<file path="src/rtl/core/plb_pkg.sv">
`timescale 1ns / 1ps
// ============================================================================
// plb_pkg
// Shared types and constants for the positional list buffer: command and
// error codes, field widths, and the control and status bundles that join
// the controller and the datapath.
// ============================================================================
package plb_pkg;

    // Default configuration of the list storage.
    localparam int CAPACITY_DEF      = 64;
    localparam int ELEMENT_WIDTH_DEF = 16;

    // Fixed field widths of the stream payloads.
    localparam int CMD_W    = 2;
    localparam int POS_W    = 7;
    localparam int VALUE_W  = 16;
    localparam int ERR_W    = 2;
    localparam int COUNT_W  = 7;
    localparam int IN_W     = 32;
    localparam int OUT_W    = 32;

    // Request commands.
    typedef enum logic [CMD_W-1:0] {
        CMD_INSERT  = 2'd0,
        CMD_DELETE  = 2'd1,
        CMD_CHANGE  = 2'd2,
        CMD_REVERSE = 2'd3
    } cmd_t;

    // Result codes.
    typedef enum logic [ERR_W-1:0] {
        ERR_OK        = 2'd0,
        ERR_OVERFLOW  = 2'd1,
        ERR_UNDERFLOW = 2'd2,
        ERR_ILLEGAL   = 2'd3
    } err_t;

    // Commands from the controller to the datapath.
    typedef struct packed {
        logic load_in;     // capture the accepted request
        logic latch_err;   // store the checked result code
        logic shift_init;  // set up pointers and count for a shift
        logic shift_run;   // move one element per cycle
        logic rd_pos;      // read the element at the request position
        logic cap_removed; // keep the element read by rd_pos
        logic wr_val;      // write the request value at the request position
        logic len_inc;
        logic len_dec;
        logic rv_init;     // set up the two ends of a reversal
        logic rv_rd_lo;
        logic rv_rd_hi;
        logic rv_wr_lo;
        logic rv_wr_hi;
        logic out_load;    // load the result register
    } plb_ctrl_t;

    // Status from the datapath to the controller.
    typedef struct packed {
        cmd_t cmd;
        err_t err;
        logic shift_busy;
        logic rv_more;
        logic out_free;
    } plb_stat_t;

endpackage

</file>
<file path="src/rtl/core/plb_ram.sv">
`timescale 1ns / 1ps
// ============================================================================
// plb_ram
// Generic simple dual-port RAM: one write port and one read port with a
// registered read data output.
// ============================================================================
module plb_ram #(
    parameter int WIDTH = 16,
    parameter int DEPTH = 64
) (
    input  logic                     clk,
    input  logic                     we,
    input  logic [$clog2(DEPTH)-1:0] waddr,
    input  logic [WIDTH-1:0]         wdata,
    input  logic                     re,
    input  logic [$clog2(DEPTH)-1:0] raddr,
    output logic [WIDTH-1:0]         rdata
);

    logic [WIDTH-1:0] mem [DEPTH];
    logic [WIDTH-1:0] rdata_reg;

    // Write port.
    always_ff @(posedge clk)
    begin
        if (we)
        begin
            mem[waddr] <= wdata;
        end
    end

    // Registered read port; the data holds until the next read.
    always_ff @(posedge clk)
    begin
        if (re)
        begin
            rdata_reg <= mem[raddr];
        end
    end

    assign rdata = rdata_reg;

endmodule

</file>
<file path="src/rtl/core/plb_ctrl.sv">
`timescale 1ns / 1ps
// ============================================================================
// plb_ctrl
// Controller of the positional list buffer. Accepts one request at a time,
// checks it, sequences the element moves, and hands the result to the
// output register.
// ============================================================================
module plb_ctrl
    import plb_pkg::*;
(
    input  logic      clk,
    input  logic      rst_n,
    input  logic      s_tvalid,
    output logic      s_tready,
    input  plb_stat_t stat,
    output plb_ctrl_t ctrl
);

    typedef enum logic [12:0] {
        ST_IDLE     = 13'b0000000000001,
        ST_CHECK    = 13'b0000000000010,
        ST_DEL_RD   = 13'b0000000000100,
        ST_DEL_CAP  = 13'b0000000001000,
        ST_SHIFT    = 13'b0000000010000,
        ST_INS_PUT  = 13'b0000000100000,
        ST_CHG_WR   = 13'b0000001000000,
        ST_RV_TEST  = 13'b0000010000000,
        ST_RV_RD_LO = 13'b0000100000000,
        ST_RV_RD_HI = 13'b0001000000000,
        ST_RV_WR_LO = 13'b0010000000000,
        ST_RV_WR_HI = 13'b0100000000000,
        ST_FINISH   = 13'b1000000000000
    } state_t;

    state_t state_reg;
    state_t state_next;

    assign s_tready = (state_reg == ST_IDLE);

    // Next state and per-cycle datapath commands.
    always_comb
    begin
        state_next = state_reg;
        ctrl       = '0;
        unique case (state_reg)
            ST_IDLE:
            begin
                if (s_tvalid)
                begin
                    ctrl.load_in = 1'b1;
                    state_next   = ST_CHECK;
                end
            end
            ST_CHECK:
            begin
                ctrl.latch_err = 1'b1;
                if (stat.err != ERR_OK)
                begin
                    state_next = ST_FINISH;
                end
                else
                begin
                    unique case (stat.cmd)
                        CMD_INSERT:
                        begin
                            ctrl.shift_init = 1'b1;
                            state_next      = ST_SHIFT;
                        end
                        CMD_DELETE:
                        begin
                            state_next = ST_DEL_RD;
                        end
                        CMD_CHANGE:
                        begin
                            state_next = ST_CHG_WR;
                        end
                        default:
                        begin
                            ctrl.rv_init = 1'b1;
                            state_next   = ST_RV_TEST;
                        end
                    endcase
                end
            end
            ST_DEL_RD:
            begin
                ctrl.rd_pos = 1'b1;
                state_next  = ST_DEL_CAP;
            end
            ST_DEL_CAP:
            begin
                ctrl.cap_removed = 1'b1;
                ctrl.shift_init  = 1'b1;
                state_next       = ST_SHIFT;
            end
            ST_SHIFT:
            begin
                ctrl.shift_run = 1'b1;
                if (!stat.shift_busy)
                begin
                    if (stat.cmd == CMD_INSERT)
                    begin
                        state_next = ST_INS_PUT;
                    end
                    else
                    begin
                        ctrl.len_dec = 1'b1;
                        state_next   = ST_FINISH;
                    end
                end
            end
            ST_INS_PUT:
            begin
                ctrl.wr_val  = 1'b1;
                ctrl.len_inc = 1'b1;
                state_next   = ST_FINISH;
            end
            ST_CHG_WR:
            begin
                ctrl.wr_val = 1'b1;
                state_next  = ST_FINISH;
            end
            ST_RV_TEST:
            begin
                state_next = stat.rv_more ? ST_RV_RD_LO : ST_FINISH;
            end
            ST_RV_RD_LO:
            begin
                ctrl.rv_rd_lo = 1'b1;
                state_next    = ST_RV_RD_HI;
            end
            ST_RV_RD_HI:
            begin
                ctrl.rv_rd_hi = 1'b1;
                state_next    = ST_RV_WR_LO;
            end
            ST_RV_WR_LO:
            begin
                ctrl.rv_wr_lo = 1'b1;
                state_next    = ST_RV_WR_HI;
            end
            ST_RV_WR_HI:
            begin
                ctrl.rv_wr_hi = 1'b1;
                state_next    = ST_RV_TEST;
            end
            ST_FINISH:
            begin
                if (stat.out_free)
                begin
                    ctrl.out_load = 1'b1;
                    state_next    = ST_IDLE;
                end
            end
            default:
            begin
                state_next = ST_IDLE;
            end
        endcase
    end

    // State register.
    always_ff @(posedge clk or negedge rst_n)
    begin
        if (!rst_n)
        begin
            state_reg <= ST_IDLE;
        end
        else
        begin
            state_reg <= state_next;
        end
    end

endmodule

</file>
<file path="src/rtl/core/plb_dpath.sv">
`timescale 1ns / 1ps
// ============================================================================
// plb_dpath
// Datapath of the positional list buffer: request registers, position
// checks, list length, element storage with its move pointers, and the
// result register on the output side.
// ============================================================================
module plb_dpath
    import plb_pkg::*;
#(
    parameter int CAPACITY      = CAPACITY_DEF,
    parameter int ELEMENT_WIDTH = ELEMENT_WIDTH_DEF
) (
    input  logic             clk,
    input  logic             rst_n,
    input  logic [IN_W-1:0]  in_data,
    output logic             out_valid,
    input  logic             out_ready,
    output logic [OUT_W-1:0] out_data,
    input  plb_ctrl_t        ctrl,
    output plb_stat_t        stat
);

    localparam int AW = $clog2(CAPACITY);
    localparam int LW = $clog2(CAPACITY + 1);
    localparam int CW = ((LW > POS_W) ? LW : POS_W) + 1;
    localparam int VW = (ELEMENT_WIDTH < VALUE_W) ? ELEMENT_WIDTH : VALUE_W;

    // Request registers.
    cmd_t                     cmd_reg;
    logic [POS_W-1:0]         pos_reg;
    logic [POS_W-1:0]         endp_reg;
    logic [ELEMENT_WIDTH-1:0] val_reg;

    // List state and result registers.
    logic [LW-1:0]            len_reg;
    logic [LW-1:0]            len_next;
    err_t                     err_reg;
    logic [ELEMENT_WIDTH-1:0] removed_reg;

    // Move engine registers.
    logic [AW-1:0]            rd_ptr_reg;
    logic [AW-1:0]            rd_ptr_next;
    logic [AW-1:0]            wr_ptr_reg;
    logic [AW-1:0]            wr_ptr_next;
    logic [LW-1:0]            rem_reg;
    logic [LW-1:0]            rem_next;
    logic                     pend_reg;
    logic                     pend_next;
    logic [AW-1:0]            lo_reg;
    logic [AW-1:0]            lo_next;
    logic [AW-1:0]            hi_reg;
    logic [AW-1:0]            hi_next;
    logic [ELEMENT_WIDTH-1:0] tmp_reg;

    // Output register.
    logic                     out_valid_reg;
    logic                     out_valid_next;
    logic [OUT_W-1:0]         out_data_reg;

    // Storage port signals.
    logic                     ram_we;
    logic [AW-1:0]            ram_waddr;
    logic [ELEMENT_WIDTH-1:0] ram_wdata;
    logic                     ram_re;
    logic [AW-1:0]            ram_raddr;
    logic [ELEMENT_WIDTH-1:0] ram_rdata;

    // Compare-width copies of positions and length.
    logic [CW-1:0] pos_c;
    logic [CW-1:0] endp_c;
    logic [CW-1:0] len_c;
    logic [AW-1:0] pos_idx;
    logic          pos_ok;
    logic          endp_ok;
    logic          shift_go;
    err_t          err_chk;

    assign pos_c   = CW'(pos_reg);
    assign endp_c  = CW'(endp_reg);
    assign len_c   = CW'(len_reg);
    assign pos_idx = AW'(pos_c - CW'(1));
    assign pos_ok  = (pos_c != '0) && (pos_c <= len_c);
    assign endp_ok = (endp_c != '0) && (endp_c <= len_c);

    // Request check; capacity and emptiness come before the position.
    always_comb
    begin
        err_chk = ERR_OK;
        unique case (cmd_reg)
            CMD_INSERT:
            begin
                if (len_c >= CW'(CAPACITY))
                begin
                    err_chk = ERR_OVERFLOW;
                end
                else if (!(pos_ok || (pos_c == len_c + CW'(1))))
                begin
                    err_chk = ERR_ILLEGAL;
                end
            end
            CMD_DELETE:
            begin
                if (len_reg == '0)
                begin
                    err_chk = ERR_UNDERFLOW;
                end
                else if (!pos_ok)
                begin
                    err_chk = ERR_ILLEGAL;
                end
            end
            CMD_CHANGE:
            begin
                if (!pos_ok)
                begin
                    err_chk = ERR_ILLEGAL;
                end
            end
            default:
            begin
                if (!endp_ok || !pos_ok)
                begin
                    err_chk = ERR_ILLEGAL;
                end
            end
        endcase
    end

    // Request, result and scratch registers.
    always_ff @(posedge clk)
    begin
        if (ctrl.load_in)
        begin
            cmd_reg  <= cmd_t'(in_data[CMD_W-1:0]);
            pos_reg  <= in_data[CMD_W +: POS_W];
            endp_reg <= in_data[CMD_W + POS_W +: POS_W];
            val_reg  <= ELEMENT_WIDTH'(in_data[CMD_W + 2*POS_W +: VW]);
        end
        if (ctrl.latch_err)
        begin
            err_reg <= err_chk;
        end
        if (ctrl.load_in)
        begin
            removed_reg <= '0;
        end
        else if (ctrl.cap_removed)
        begin
            removed_reg <= ram_rdata;
        end
        if (ctrl.rv_rd_hi)
        begin
            tmp_reg <= ram_rdata;
        end
    end

    // List length.
    always_comb
    begin
        len_next = len_reg;
        if (ctrl.len_inc)
        begin
            len_next = len_reg + LW'(1);
        end
        else if (ctrl.len_dec)
        begin
            len_next = len_reg - LW'(1);
        end
    end

    // Shift engine: one read and the write of the previous read per cycle.
    assign shift_go = ctrl.shift_run && (rem_reg != '0);

    always_comb
    begin
        rd_ptr_next = rd_ptr_reg;
        wr_ptr_next = wr_ptr_reg;
        rem_next    = rem_reg;
        pend_next   = pend_reg;
        if (ctrl.shift_init)
        begin
            pend_next = 1'b0;
            if (cmd_reg == CMD_INSERT)
            begin
                rem_next    = LW'(len_c - pos_c + CW'(1));
                rd_ptr_next = AW'(len_c - CW'(1));
                wr_ptr_next = AW'(len_c);
            end
            else
            begin
                rem_next    = LW'(len_c - pos_c);
                rd_ptr_next = AW'(pos_c);
                wr_ptr_next = pos_idx;
            end
        end
        else if (ctrl.shift_run)
        begin
            pend_next = shift_go;
            if (shift_go)
            begin
                rem_next    = rem_reg - LW'(1);
                rd_ptr_next = (cmd_reg == CMD_INSERT) ? rd_ptr_reg - AW'(1)
                                                      : rd_ptr_reg + AW'(1);
            end
            if (pend_reg)
            begin
                wr_ptr_next = (cmd_reg == CMD_INSERT) ? wr_ptr_reg - AW'(1)
                                                      : wr_ptr_reg + AW'(1);
            end
        end
    end

    // Reversal ends.
    always_comb
    begin
        lo_next = lo_reg;
        hi_next = hi_reg;
        if (ctrl.rv_init)
        begin
            lo_next = pos_idx;
            hi_next = AW'(endp_c - CW'(1));
        end
        else if (ctrl.rv_wr_hi)
        begin
            lo_next = lo_reg + AW'(1);
            hi_next = hi_reg - AW'(1);
        end
    end

    always_ff @(posedge clk)
    begin
        rd_ptr_reg <= rd_ptr_next;
        wr_ptr_reg <= wr_ptr_next;
        rem_reg    <= rem_next;
        lo_reg     <= lo_next;
        hi_reg     <= hi_next;
    end

    // Storage read port select.
    always_comb
    begin
        ram_re    = 1'b0;
        ram_raddr = rd_ptr_reg;
        if (shift_go)
        begin
            ram_re    = 1'b1;
            ram_raddr = rd_ptr_reg;
        end
        else if (ctrl.rd_pos)
        begin
            ram_re    = 1'b1;
            ram_raddr = pos_idx;
        end
        else if (ctrl.rv_rd_lo)
        begin
            ram_re    = 1'b1;
            ram_raddr = lo_reg;
        end
        else if (ctrl.rv_rd_hi)
        begin
            ram_re    = 1'b1;
            ram_raddr = hi_reg;
        end
    end

    // Storage write port select.
    always_comb
    begin
        ram_we    = 1'b0;
        ram_waddr = wr_ptr_reg;
        ram_wdata = ram_rdata;
        if (ctrl.shift_run && pend_reg)
        begin
            ram_we    = 1'b1;
            ram_waddr = wr_ptr_reg;
            ram_wdata = ram_rdata;
        end
        else if (ctrl.wr_val)
        begin
            ram_we    = 1'b1;
            ram_waddr = pos_idx;
            ram_wdata = val_reg;
        end
        else if (ctrl.rv_wr_lo)
        begin
            ram_we    = 1'b1;
            ram_waddr = lo_reg;
            ram_wdata = ram_rdata;
        end
        else if (ctrl.rv_wr_hi)
        begin
            ram_we    = 1'b1;
            ram_waddr = hi_reg;
            ram_wdata = tmp_reg;
        end
    end

    plb_ram #(
        .WIDTH (ELEMENT_WIDTH),
        .DEPTH (CAPACITY)
    ) u_ram (
        .clk   (clk),
        .we    (ram_we),
        .waddr (ram_waddr),
        .wdata (ram_wdata),
        .re    (ram_re),
        .raddr (ram_raddr),
        .rdata (ram_rdata)
    );

    // Output register: loads a result and holds it until taken.
    always_comb
    begin
        out_valid_next = out_valid_reg;
        if (ctrl.out_load)
        begin
            out_valid_next = 1'b1;
        end
        else if (out_ready)
        begin
            out_valid_next = 1'b0;
        end
    end

    always_ff @(posedge clk)
    begin
        if (ctrl.out_load)
        begin
            out_data_reg <= {(OUT_W - VALUE_W - ERR_W - COUNT_W)'(0),
                             COUNT_W'(len_reg),
                             err_reg,
                             VALUE_W'(removed_reg[VW-1:0])};
        end
    end

    // Control registers.
    always_ff @(posedge clk or negedge rst_n)
    begin
        if (!rst_n)
        begin
            len_reg       <= '0;
            pend_reg      <= 1'b0;
            out_valid_reg <= 1'b0;
        end
        else
        begin
            len_reg       <= len_next;
            pend_reg      <= pend_next;
            out_valid_reg <= out_valid_next;
        end
    end

    assign out_valid       = out_valid_reg;
    assign out_data        = out_data_reg;
    assign stat.cmd        = cmd_reg;
    assign stat.err        = err_chk;
    assign stat.shift_busy = (rem_reg != '0) || pend_reg;
    assign stat.rv_more    = (lo_reg < hi_reg);
    assign stat.out_free   = !out_valid_reg || out_ready;

endmodule

</file>
<file path="src/rtl/core/positional_list_buffer_top.sv">
`timescale 1ns / 1ps
// ============================================================================
// positional_list_buffer_top
// Bounded list of elements addressed by 1-based position, with insert,
// delete, change and range-reverse requests and one result per request.
//
//   Channel   Direction  Payload (lowest bit first)
//   s_axis    in         command[1:0], position[8:2], end_position[15:9],
//                        value_in[31:16]
//   m_axis    out        value_out[15:0], error_code[17:16], count[24:18],
//                        zero pad[31:25]
//
// One request is in work at a time; the element storage has one read and one
// write port. Insert and delete move the elements behind the position one at
// a time, and a reversal swaps its pairs one at a time. Reset clears the
// length and the output register; element contents stay as they are. A
// stalled result is held in the output register while the next request is
// already accepted; that request then waits in its last step until the held
// result is taken.
// ============================================================================
module positional_list_buffer_top
    import plb_pkg::*;
#(
    parameter int CAPACITY      = CAPACITY_DEF,
    parameter int ELEMENT_WIDTH = ELEMENT_WIDTH_DEF
) (
    input  logic             clk,
    input  logic             rst_n,
    input  logic             s_axis_tvalid,
    output logic             s_axis_tready,
    // command, position, end_position, value_in
    input  logic [IN_W-1:0]  s_axis_tdata,
    output logic             m_axis_tvalid,
    input  logic             m_axis_tready,
    // value_out, error_code, count, zero pad
    output logic [OUT_W-1:0] m_axis_tdata
);

    plb_ctrl_t ctrl;
    plb_stat_t stat;

    plb_ctrl u_ctrl (
        .clk      (clk),
        .rst_n    (rst_n),
        .s_tvalid (s_axis_tvalid),
        .s_tready (s_axis_tready),
        .stat     (stat),
        .ctrl     (ctrl)
    );

    plb_dpath #(
        .CAPACITY      (CAPACITY),
        .ELEMENT_WIDTH (ELEMENT_WIDTH)
    ) u_dpath (
        .clk       (clk),
        .rst_n     (rst_n),
        .in_data   (s_axis_tdata),
        .out_valid (m_axis_tvalid),
        .out_ready (m_axis_tready),
        .out_data  (m_axis_tdata),
        .ctrl      (ctrl),
        .stat      (stat)
    );

endmodule

</file>
<file path="config.mk">
export PLATFORM = sky130hd
export DESIGN_NAME = positional_list_buffer_top
export DESIGN_NICKNAME = d
export VERILOG_FILES = /design/src/rtl/core/plb_pkg.sv /design/src/rtl/core/plb_ram.sv /design/src/rtl/core/plb_ctrl.sv /design/src/rtl/core/plb_dpath.sv /design/src/rtl/core/positional_list_buffer_top.sv
export SDC_FILE = /design/constraint.sdc
export NUM_CORES = 2
export LEC_CHECK = 0
export BUFFER_PORTS_ARGS = -buffer_cell sky130_fd_sc_hd__buf_4
export CAP_MARGIN = 5
export CORE_ASPECT_RATIO = 1.75
export CORE_MARGIN = 1.5
export CORE_UTILIZATION = 41
export CTS_CLUSTER_DIAMETER = 30
export DETAILED_ROUTE_END_ITERATION = 7
export MAX_ROUTING_LAYER = met4
export PLACE_DENSITY_LB_ADDON = 0.3
export SYNTH_ARGS = -nofsm -noshare
export SYNTH_HDL_FRONTEND = slang
export SYNTH_HIERARCHICAL = 1
export SYNTH_SLANG_ARGS = --single-unit
</file>
<file path="constraint.sdc">
create_clock -name clk -period 7 [get_ports clk]
set_input_delay 0 -clock clk [delete_from_list [all_inputs] [get_ports clk]]
set_output_delay 0 -clock clk [all_outputs]
set_load 0.01 [all_outputs]
</file>
==> metrics.txt <==
WP data required 7.48 ns; post-synth cell types 85; max-slew violations 0; max reg flops 1,024; number of synthesized flops with an enable pin 1,146; Period Utilization, post-route 83.5%; Avg WL per Cell 28.2 um; critical path fanouts, max 41; RSZ-0062 raised after global routing false; CP Capture Type register; startpoint types register; Top Ports 70; NetSw 0.00366 W; HPWL after DPL 83.2 mm; cts repair resizes 0; Hold Crit Class in -> reg; met2 wire length 68.9 mm; Mapped Cells 2,600; Worst Path Arrival 6.32 ns; worst-margin pin slew 1.17 ns; Post-route DRC 0; clk sinks 1,184; clock buffer depth 3; synthesized area per cell 18.6 sq um; metal1 wirelength 44.6 mm; first-pass GRT wire length 185 mm; I/O Buffers 62; Synth Flop Type edfxtp_1; PwrDens 284 nW/um^2; initial core utilization 41.4%; maximum clock frequency 0.171 GHz; most frequent cells in the layout edfxtp_1 (1,146), mux4_2 (220), buf_4 (174); Int Power 0.0125 W; Hold Fails Final Rpt 0; Root Buffer clkbuf_16; pin count of the biggest net entering global routing 66; Nets 2,948; Num CTS Buffers 149; area grow syn2layout 17.7%; most common cell after layout, fill and taps aside edfxtp_1; top routing layer used met4; Inst Count DP 4,156; GP Congestion 0.936; die width 263 um; cell taking the most area after synthesis edfxtp_1; die height 458 um; setup tns final 0 ns; synthesis-stage register bit count 1,184; Vias/cell 5.73; clock network power share 47.6%; Total GRT Usage 21.8%; Max-slew headroom 21.8%; CP Class reg -> reg; GRT Residual Overflow 0; cell row count 166; DR vias 25,802; Initial DRT Pass Iterations 6; layout cell share with drive strength beyond 1 25.1%; Final min period 5.84 ns; status finished, final reports clean; Comb pwr share 4.0%; final cell count without fillers 4,506; met3 wire length 5.73 mm; Routed WL 127 mm; switch share 22.6%; htree depth 4; sequential-to-total area share from yosys stat 72.8%; top cell type's share of synthesized area 71.0%; Setup Viol. Count Final 0; maximum VDD drop 268 uV; sequential power share 48.4%; clock-pin transition on the worst setup and hold timing paths 0.06 ns; YS warnings 6; Die ar. 120,000 sq um; Area contributors post-synth edfxtp_1 (71%), mux4_2 (10%), mux2i_1 (2.8%); initial antenna violation count 0; clock latency on the worst-skew pair 0.79 ns; Worst Clk Skew 0.0373 ns; Core Area 117,000 sq um; max cap viols 0; FFs w/ async S/R, synth 1.86%; Pleak 18.8 nW; DR iter-0 viols 2,392; CTS tree done; number of global-route vias before repair 26,858; post-route ant nets 0; synthesized area 48,500 sq um
==> logic make-up after synthesis <==
logic type | count (synthesis) | synth area share (%)
flops | 1184 | 72.8
compound gates | 287 | 4.02
mux | 390 | 14.0
fa+ha+maj | 47 | 1.27
simple gates | 440 | 4.48
xor+xnor | 60 | 1.15
other cells | 1 | 0.00774
buf+inv | 191 | 2.31
==> repair_timing <==
item	CTS	global route
hold endpoints to repair	58	0
hold buffers	71	0
setup buffers	0	0
==> critical path, cell delays in order, from the launching register on <==
cell	delay [ns]
dfrtp_1	0.47
or4_1	0.70
nor2_1	0.28
nor4b_2	0.81
nor3_1	0.18
a21oi_2	0.39
nor2_1	0.13
a21oi_4	0.38
buf_4	0.61
mux4_2	0.41
mux2_2	0.28
a221oi_1	0.81
a311oi_1	0.08
==> cell usage after synthesis (all sizes together), types with 5 or more instances <==
| library cell | instances |
|---|---|
| nor3 | 23 |
| a22o | 12 |
| nand3 | 32 |
| a21o | 15 |
| mux4 | 224 |
| or3 | 6 |
| a221o | 6 |
| mux2 | 30 |
| o21ai | 57 |
| a41oi | 5 |
| nor4 | 11 |
| clkbuf | 45 |
| xnor2 | 35 |
| nor3b | 8 |
| o21bai | 5 |
| mux2i | 136 |
| nand4 | 17 |
| and3 | 5 |
| a311oi | 8 |
| inv | 45 |
| dfxtp | 16 |
| a211o | 8 |
| xor2 | 24 |
| or2 | 7 |
| nand2 | 124 |
| buf | 100 |
| a221oi | 17 |
| a22oi | 40 |
| o211ai | 13 |
| a21oi | 61 |
| nand2b | 14 |
| nor2 | 128 |
| ha | 42 |
| or4 | 5 |
| nand3b | 5 |
| and4 | 5 |
| a31oi | 11 |
| edfxtp | 1146 |
| a211oi | 16 |
| nor2b | 37 |
| dfrtp | 21 |
==> power groups by stage <==
stage          Clock, W  Combinational (W)  Sequential [W]
2_1_floorplan         0           0.000414         0.00797
3_3_place_gp          0           0.000589         0.00799
3_5_place_dp          0           0.000611         0.00799
4_1_cts         0.00781           0.000647         0.00784
5_1_grt         0.00808           0.000695         0.00785
6_report        0.00770           0.000648         0.00784
==> stage by stage <==
step / utilization, % / total power, W / worst slack, ns / hold WS [ns] / instance area (sq um)
2_1_floorplan: - / 0.00838 / 1.16 / -0.296 / 48500
3_3_place_gp: 43.7 / 0.00858 / 1.24 / -0.0747 / 51200
3_5_place_dp: 43.7 / 0.00860 / 1.17 / -0.0660 / 51200
4_1_cts: 48.7 / 0.0163 / 1.14 / 0.0785 / 57100
5_1_grt: 48.7 / 0.0166 / 0.859 / 0.141 / 57100
6_report: 48.7 / 0.0162 / 1.16 / 0.123 / 57100
==> area by class of cell <==
class | instances | area [sq um]
multi-input cells | 1231 | 12400
repair buffers | 254 | 2210
clock buffers | 163 | 3790
flip-flops and latches | 1184 | 35300
inverters | 46 | 178
fillers | 9504 | 60100
well taps | 1512 | 1890
clock inverters | 115 | 1320
diodes | 1 | 2.50
==> per-layer routing <==
layer	GRT usage, %	vias to the layer above
met4	12.4	0
met2	38.9	840
met3	3.39	283
li1	-	11024
met1	23.0	13655
met5	-	-
==> final timing paths <==
check                                    start                     end  slack [ns]  depth (start not counted)
setup / recovery           u_ctrl/state_reg[9]  u_dpath/u_ram/rdata[1]        1.16                         12
hold / removal                   m_axis_tready       u_dpath/out_valid        0.12                          4
setup reg to reg           u_ctrl/state_reg[9]  u_dpath/u_ram/rdata[1]        1.16                         12
hold reg to reg             u_dpath/err_reg[1]    u_dpath/out_data[17]        0.42                          0
max in group asynchronous                rst_n     u_ctrl/state_reg[0]        6.50                          4
min in group asynchronous                rst_n       u_dpath/out_valid        0.27                          4
Note: power is estimated with default switching activity, not from simulation.
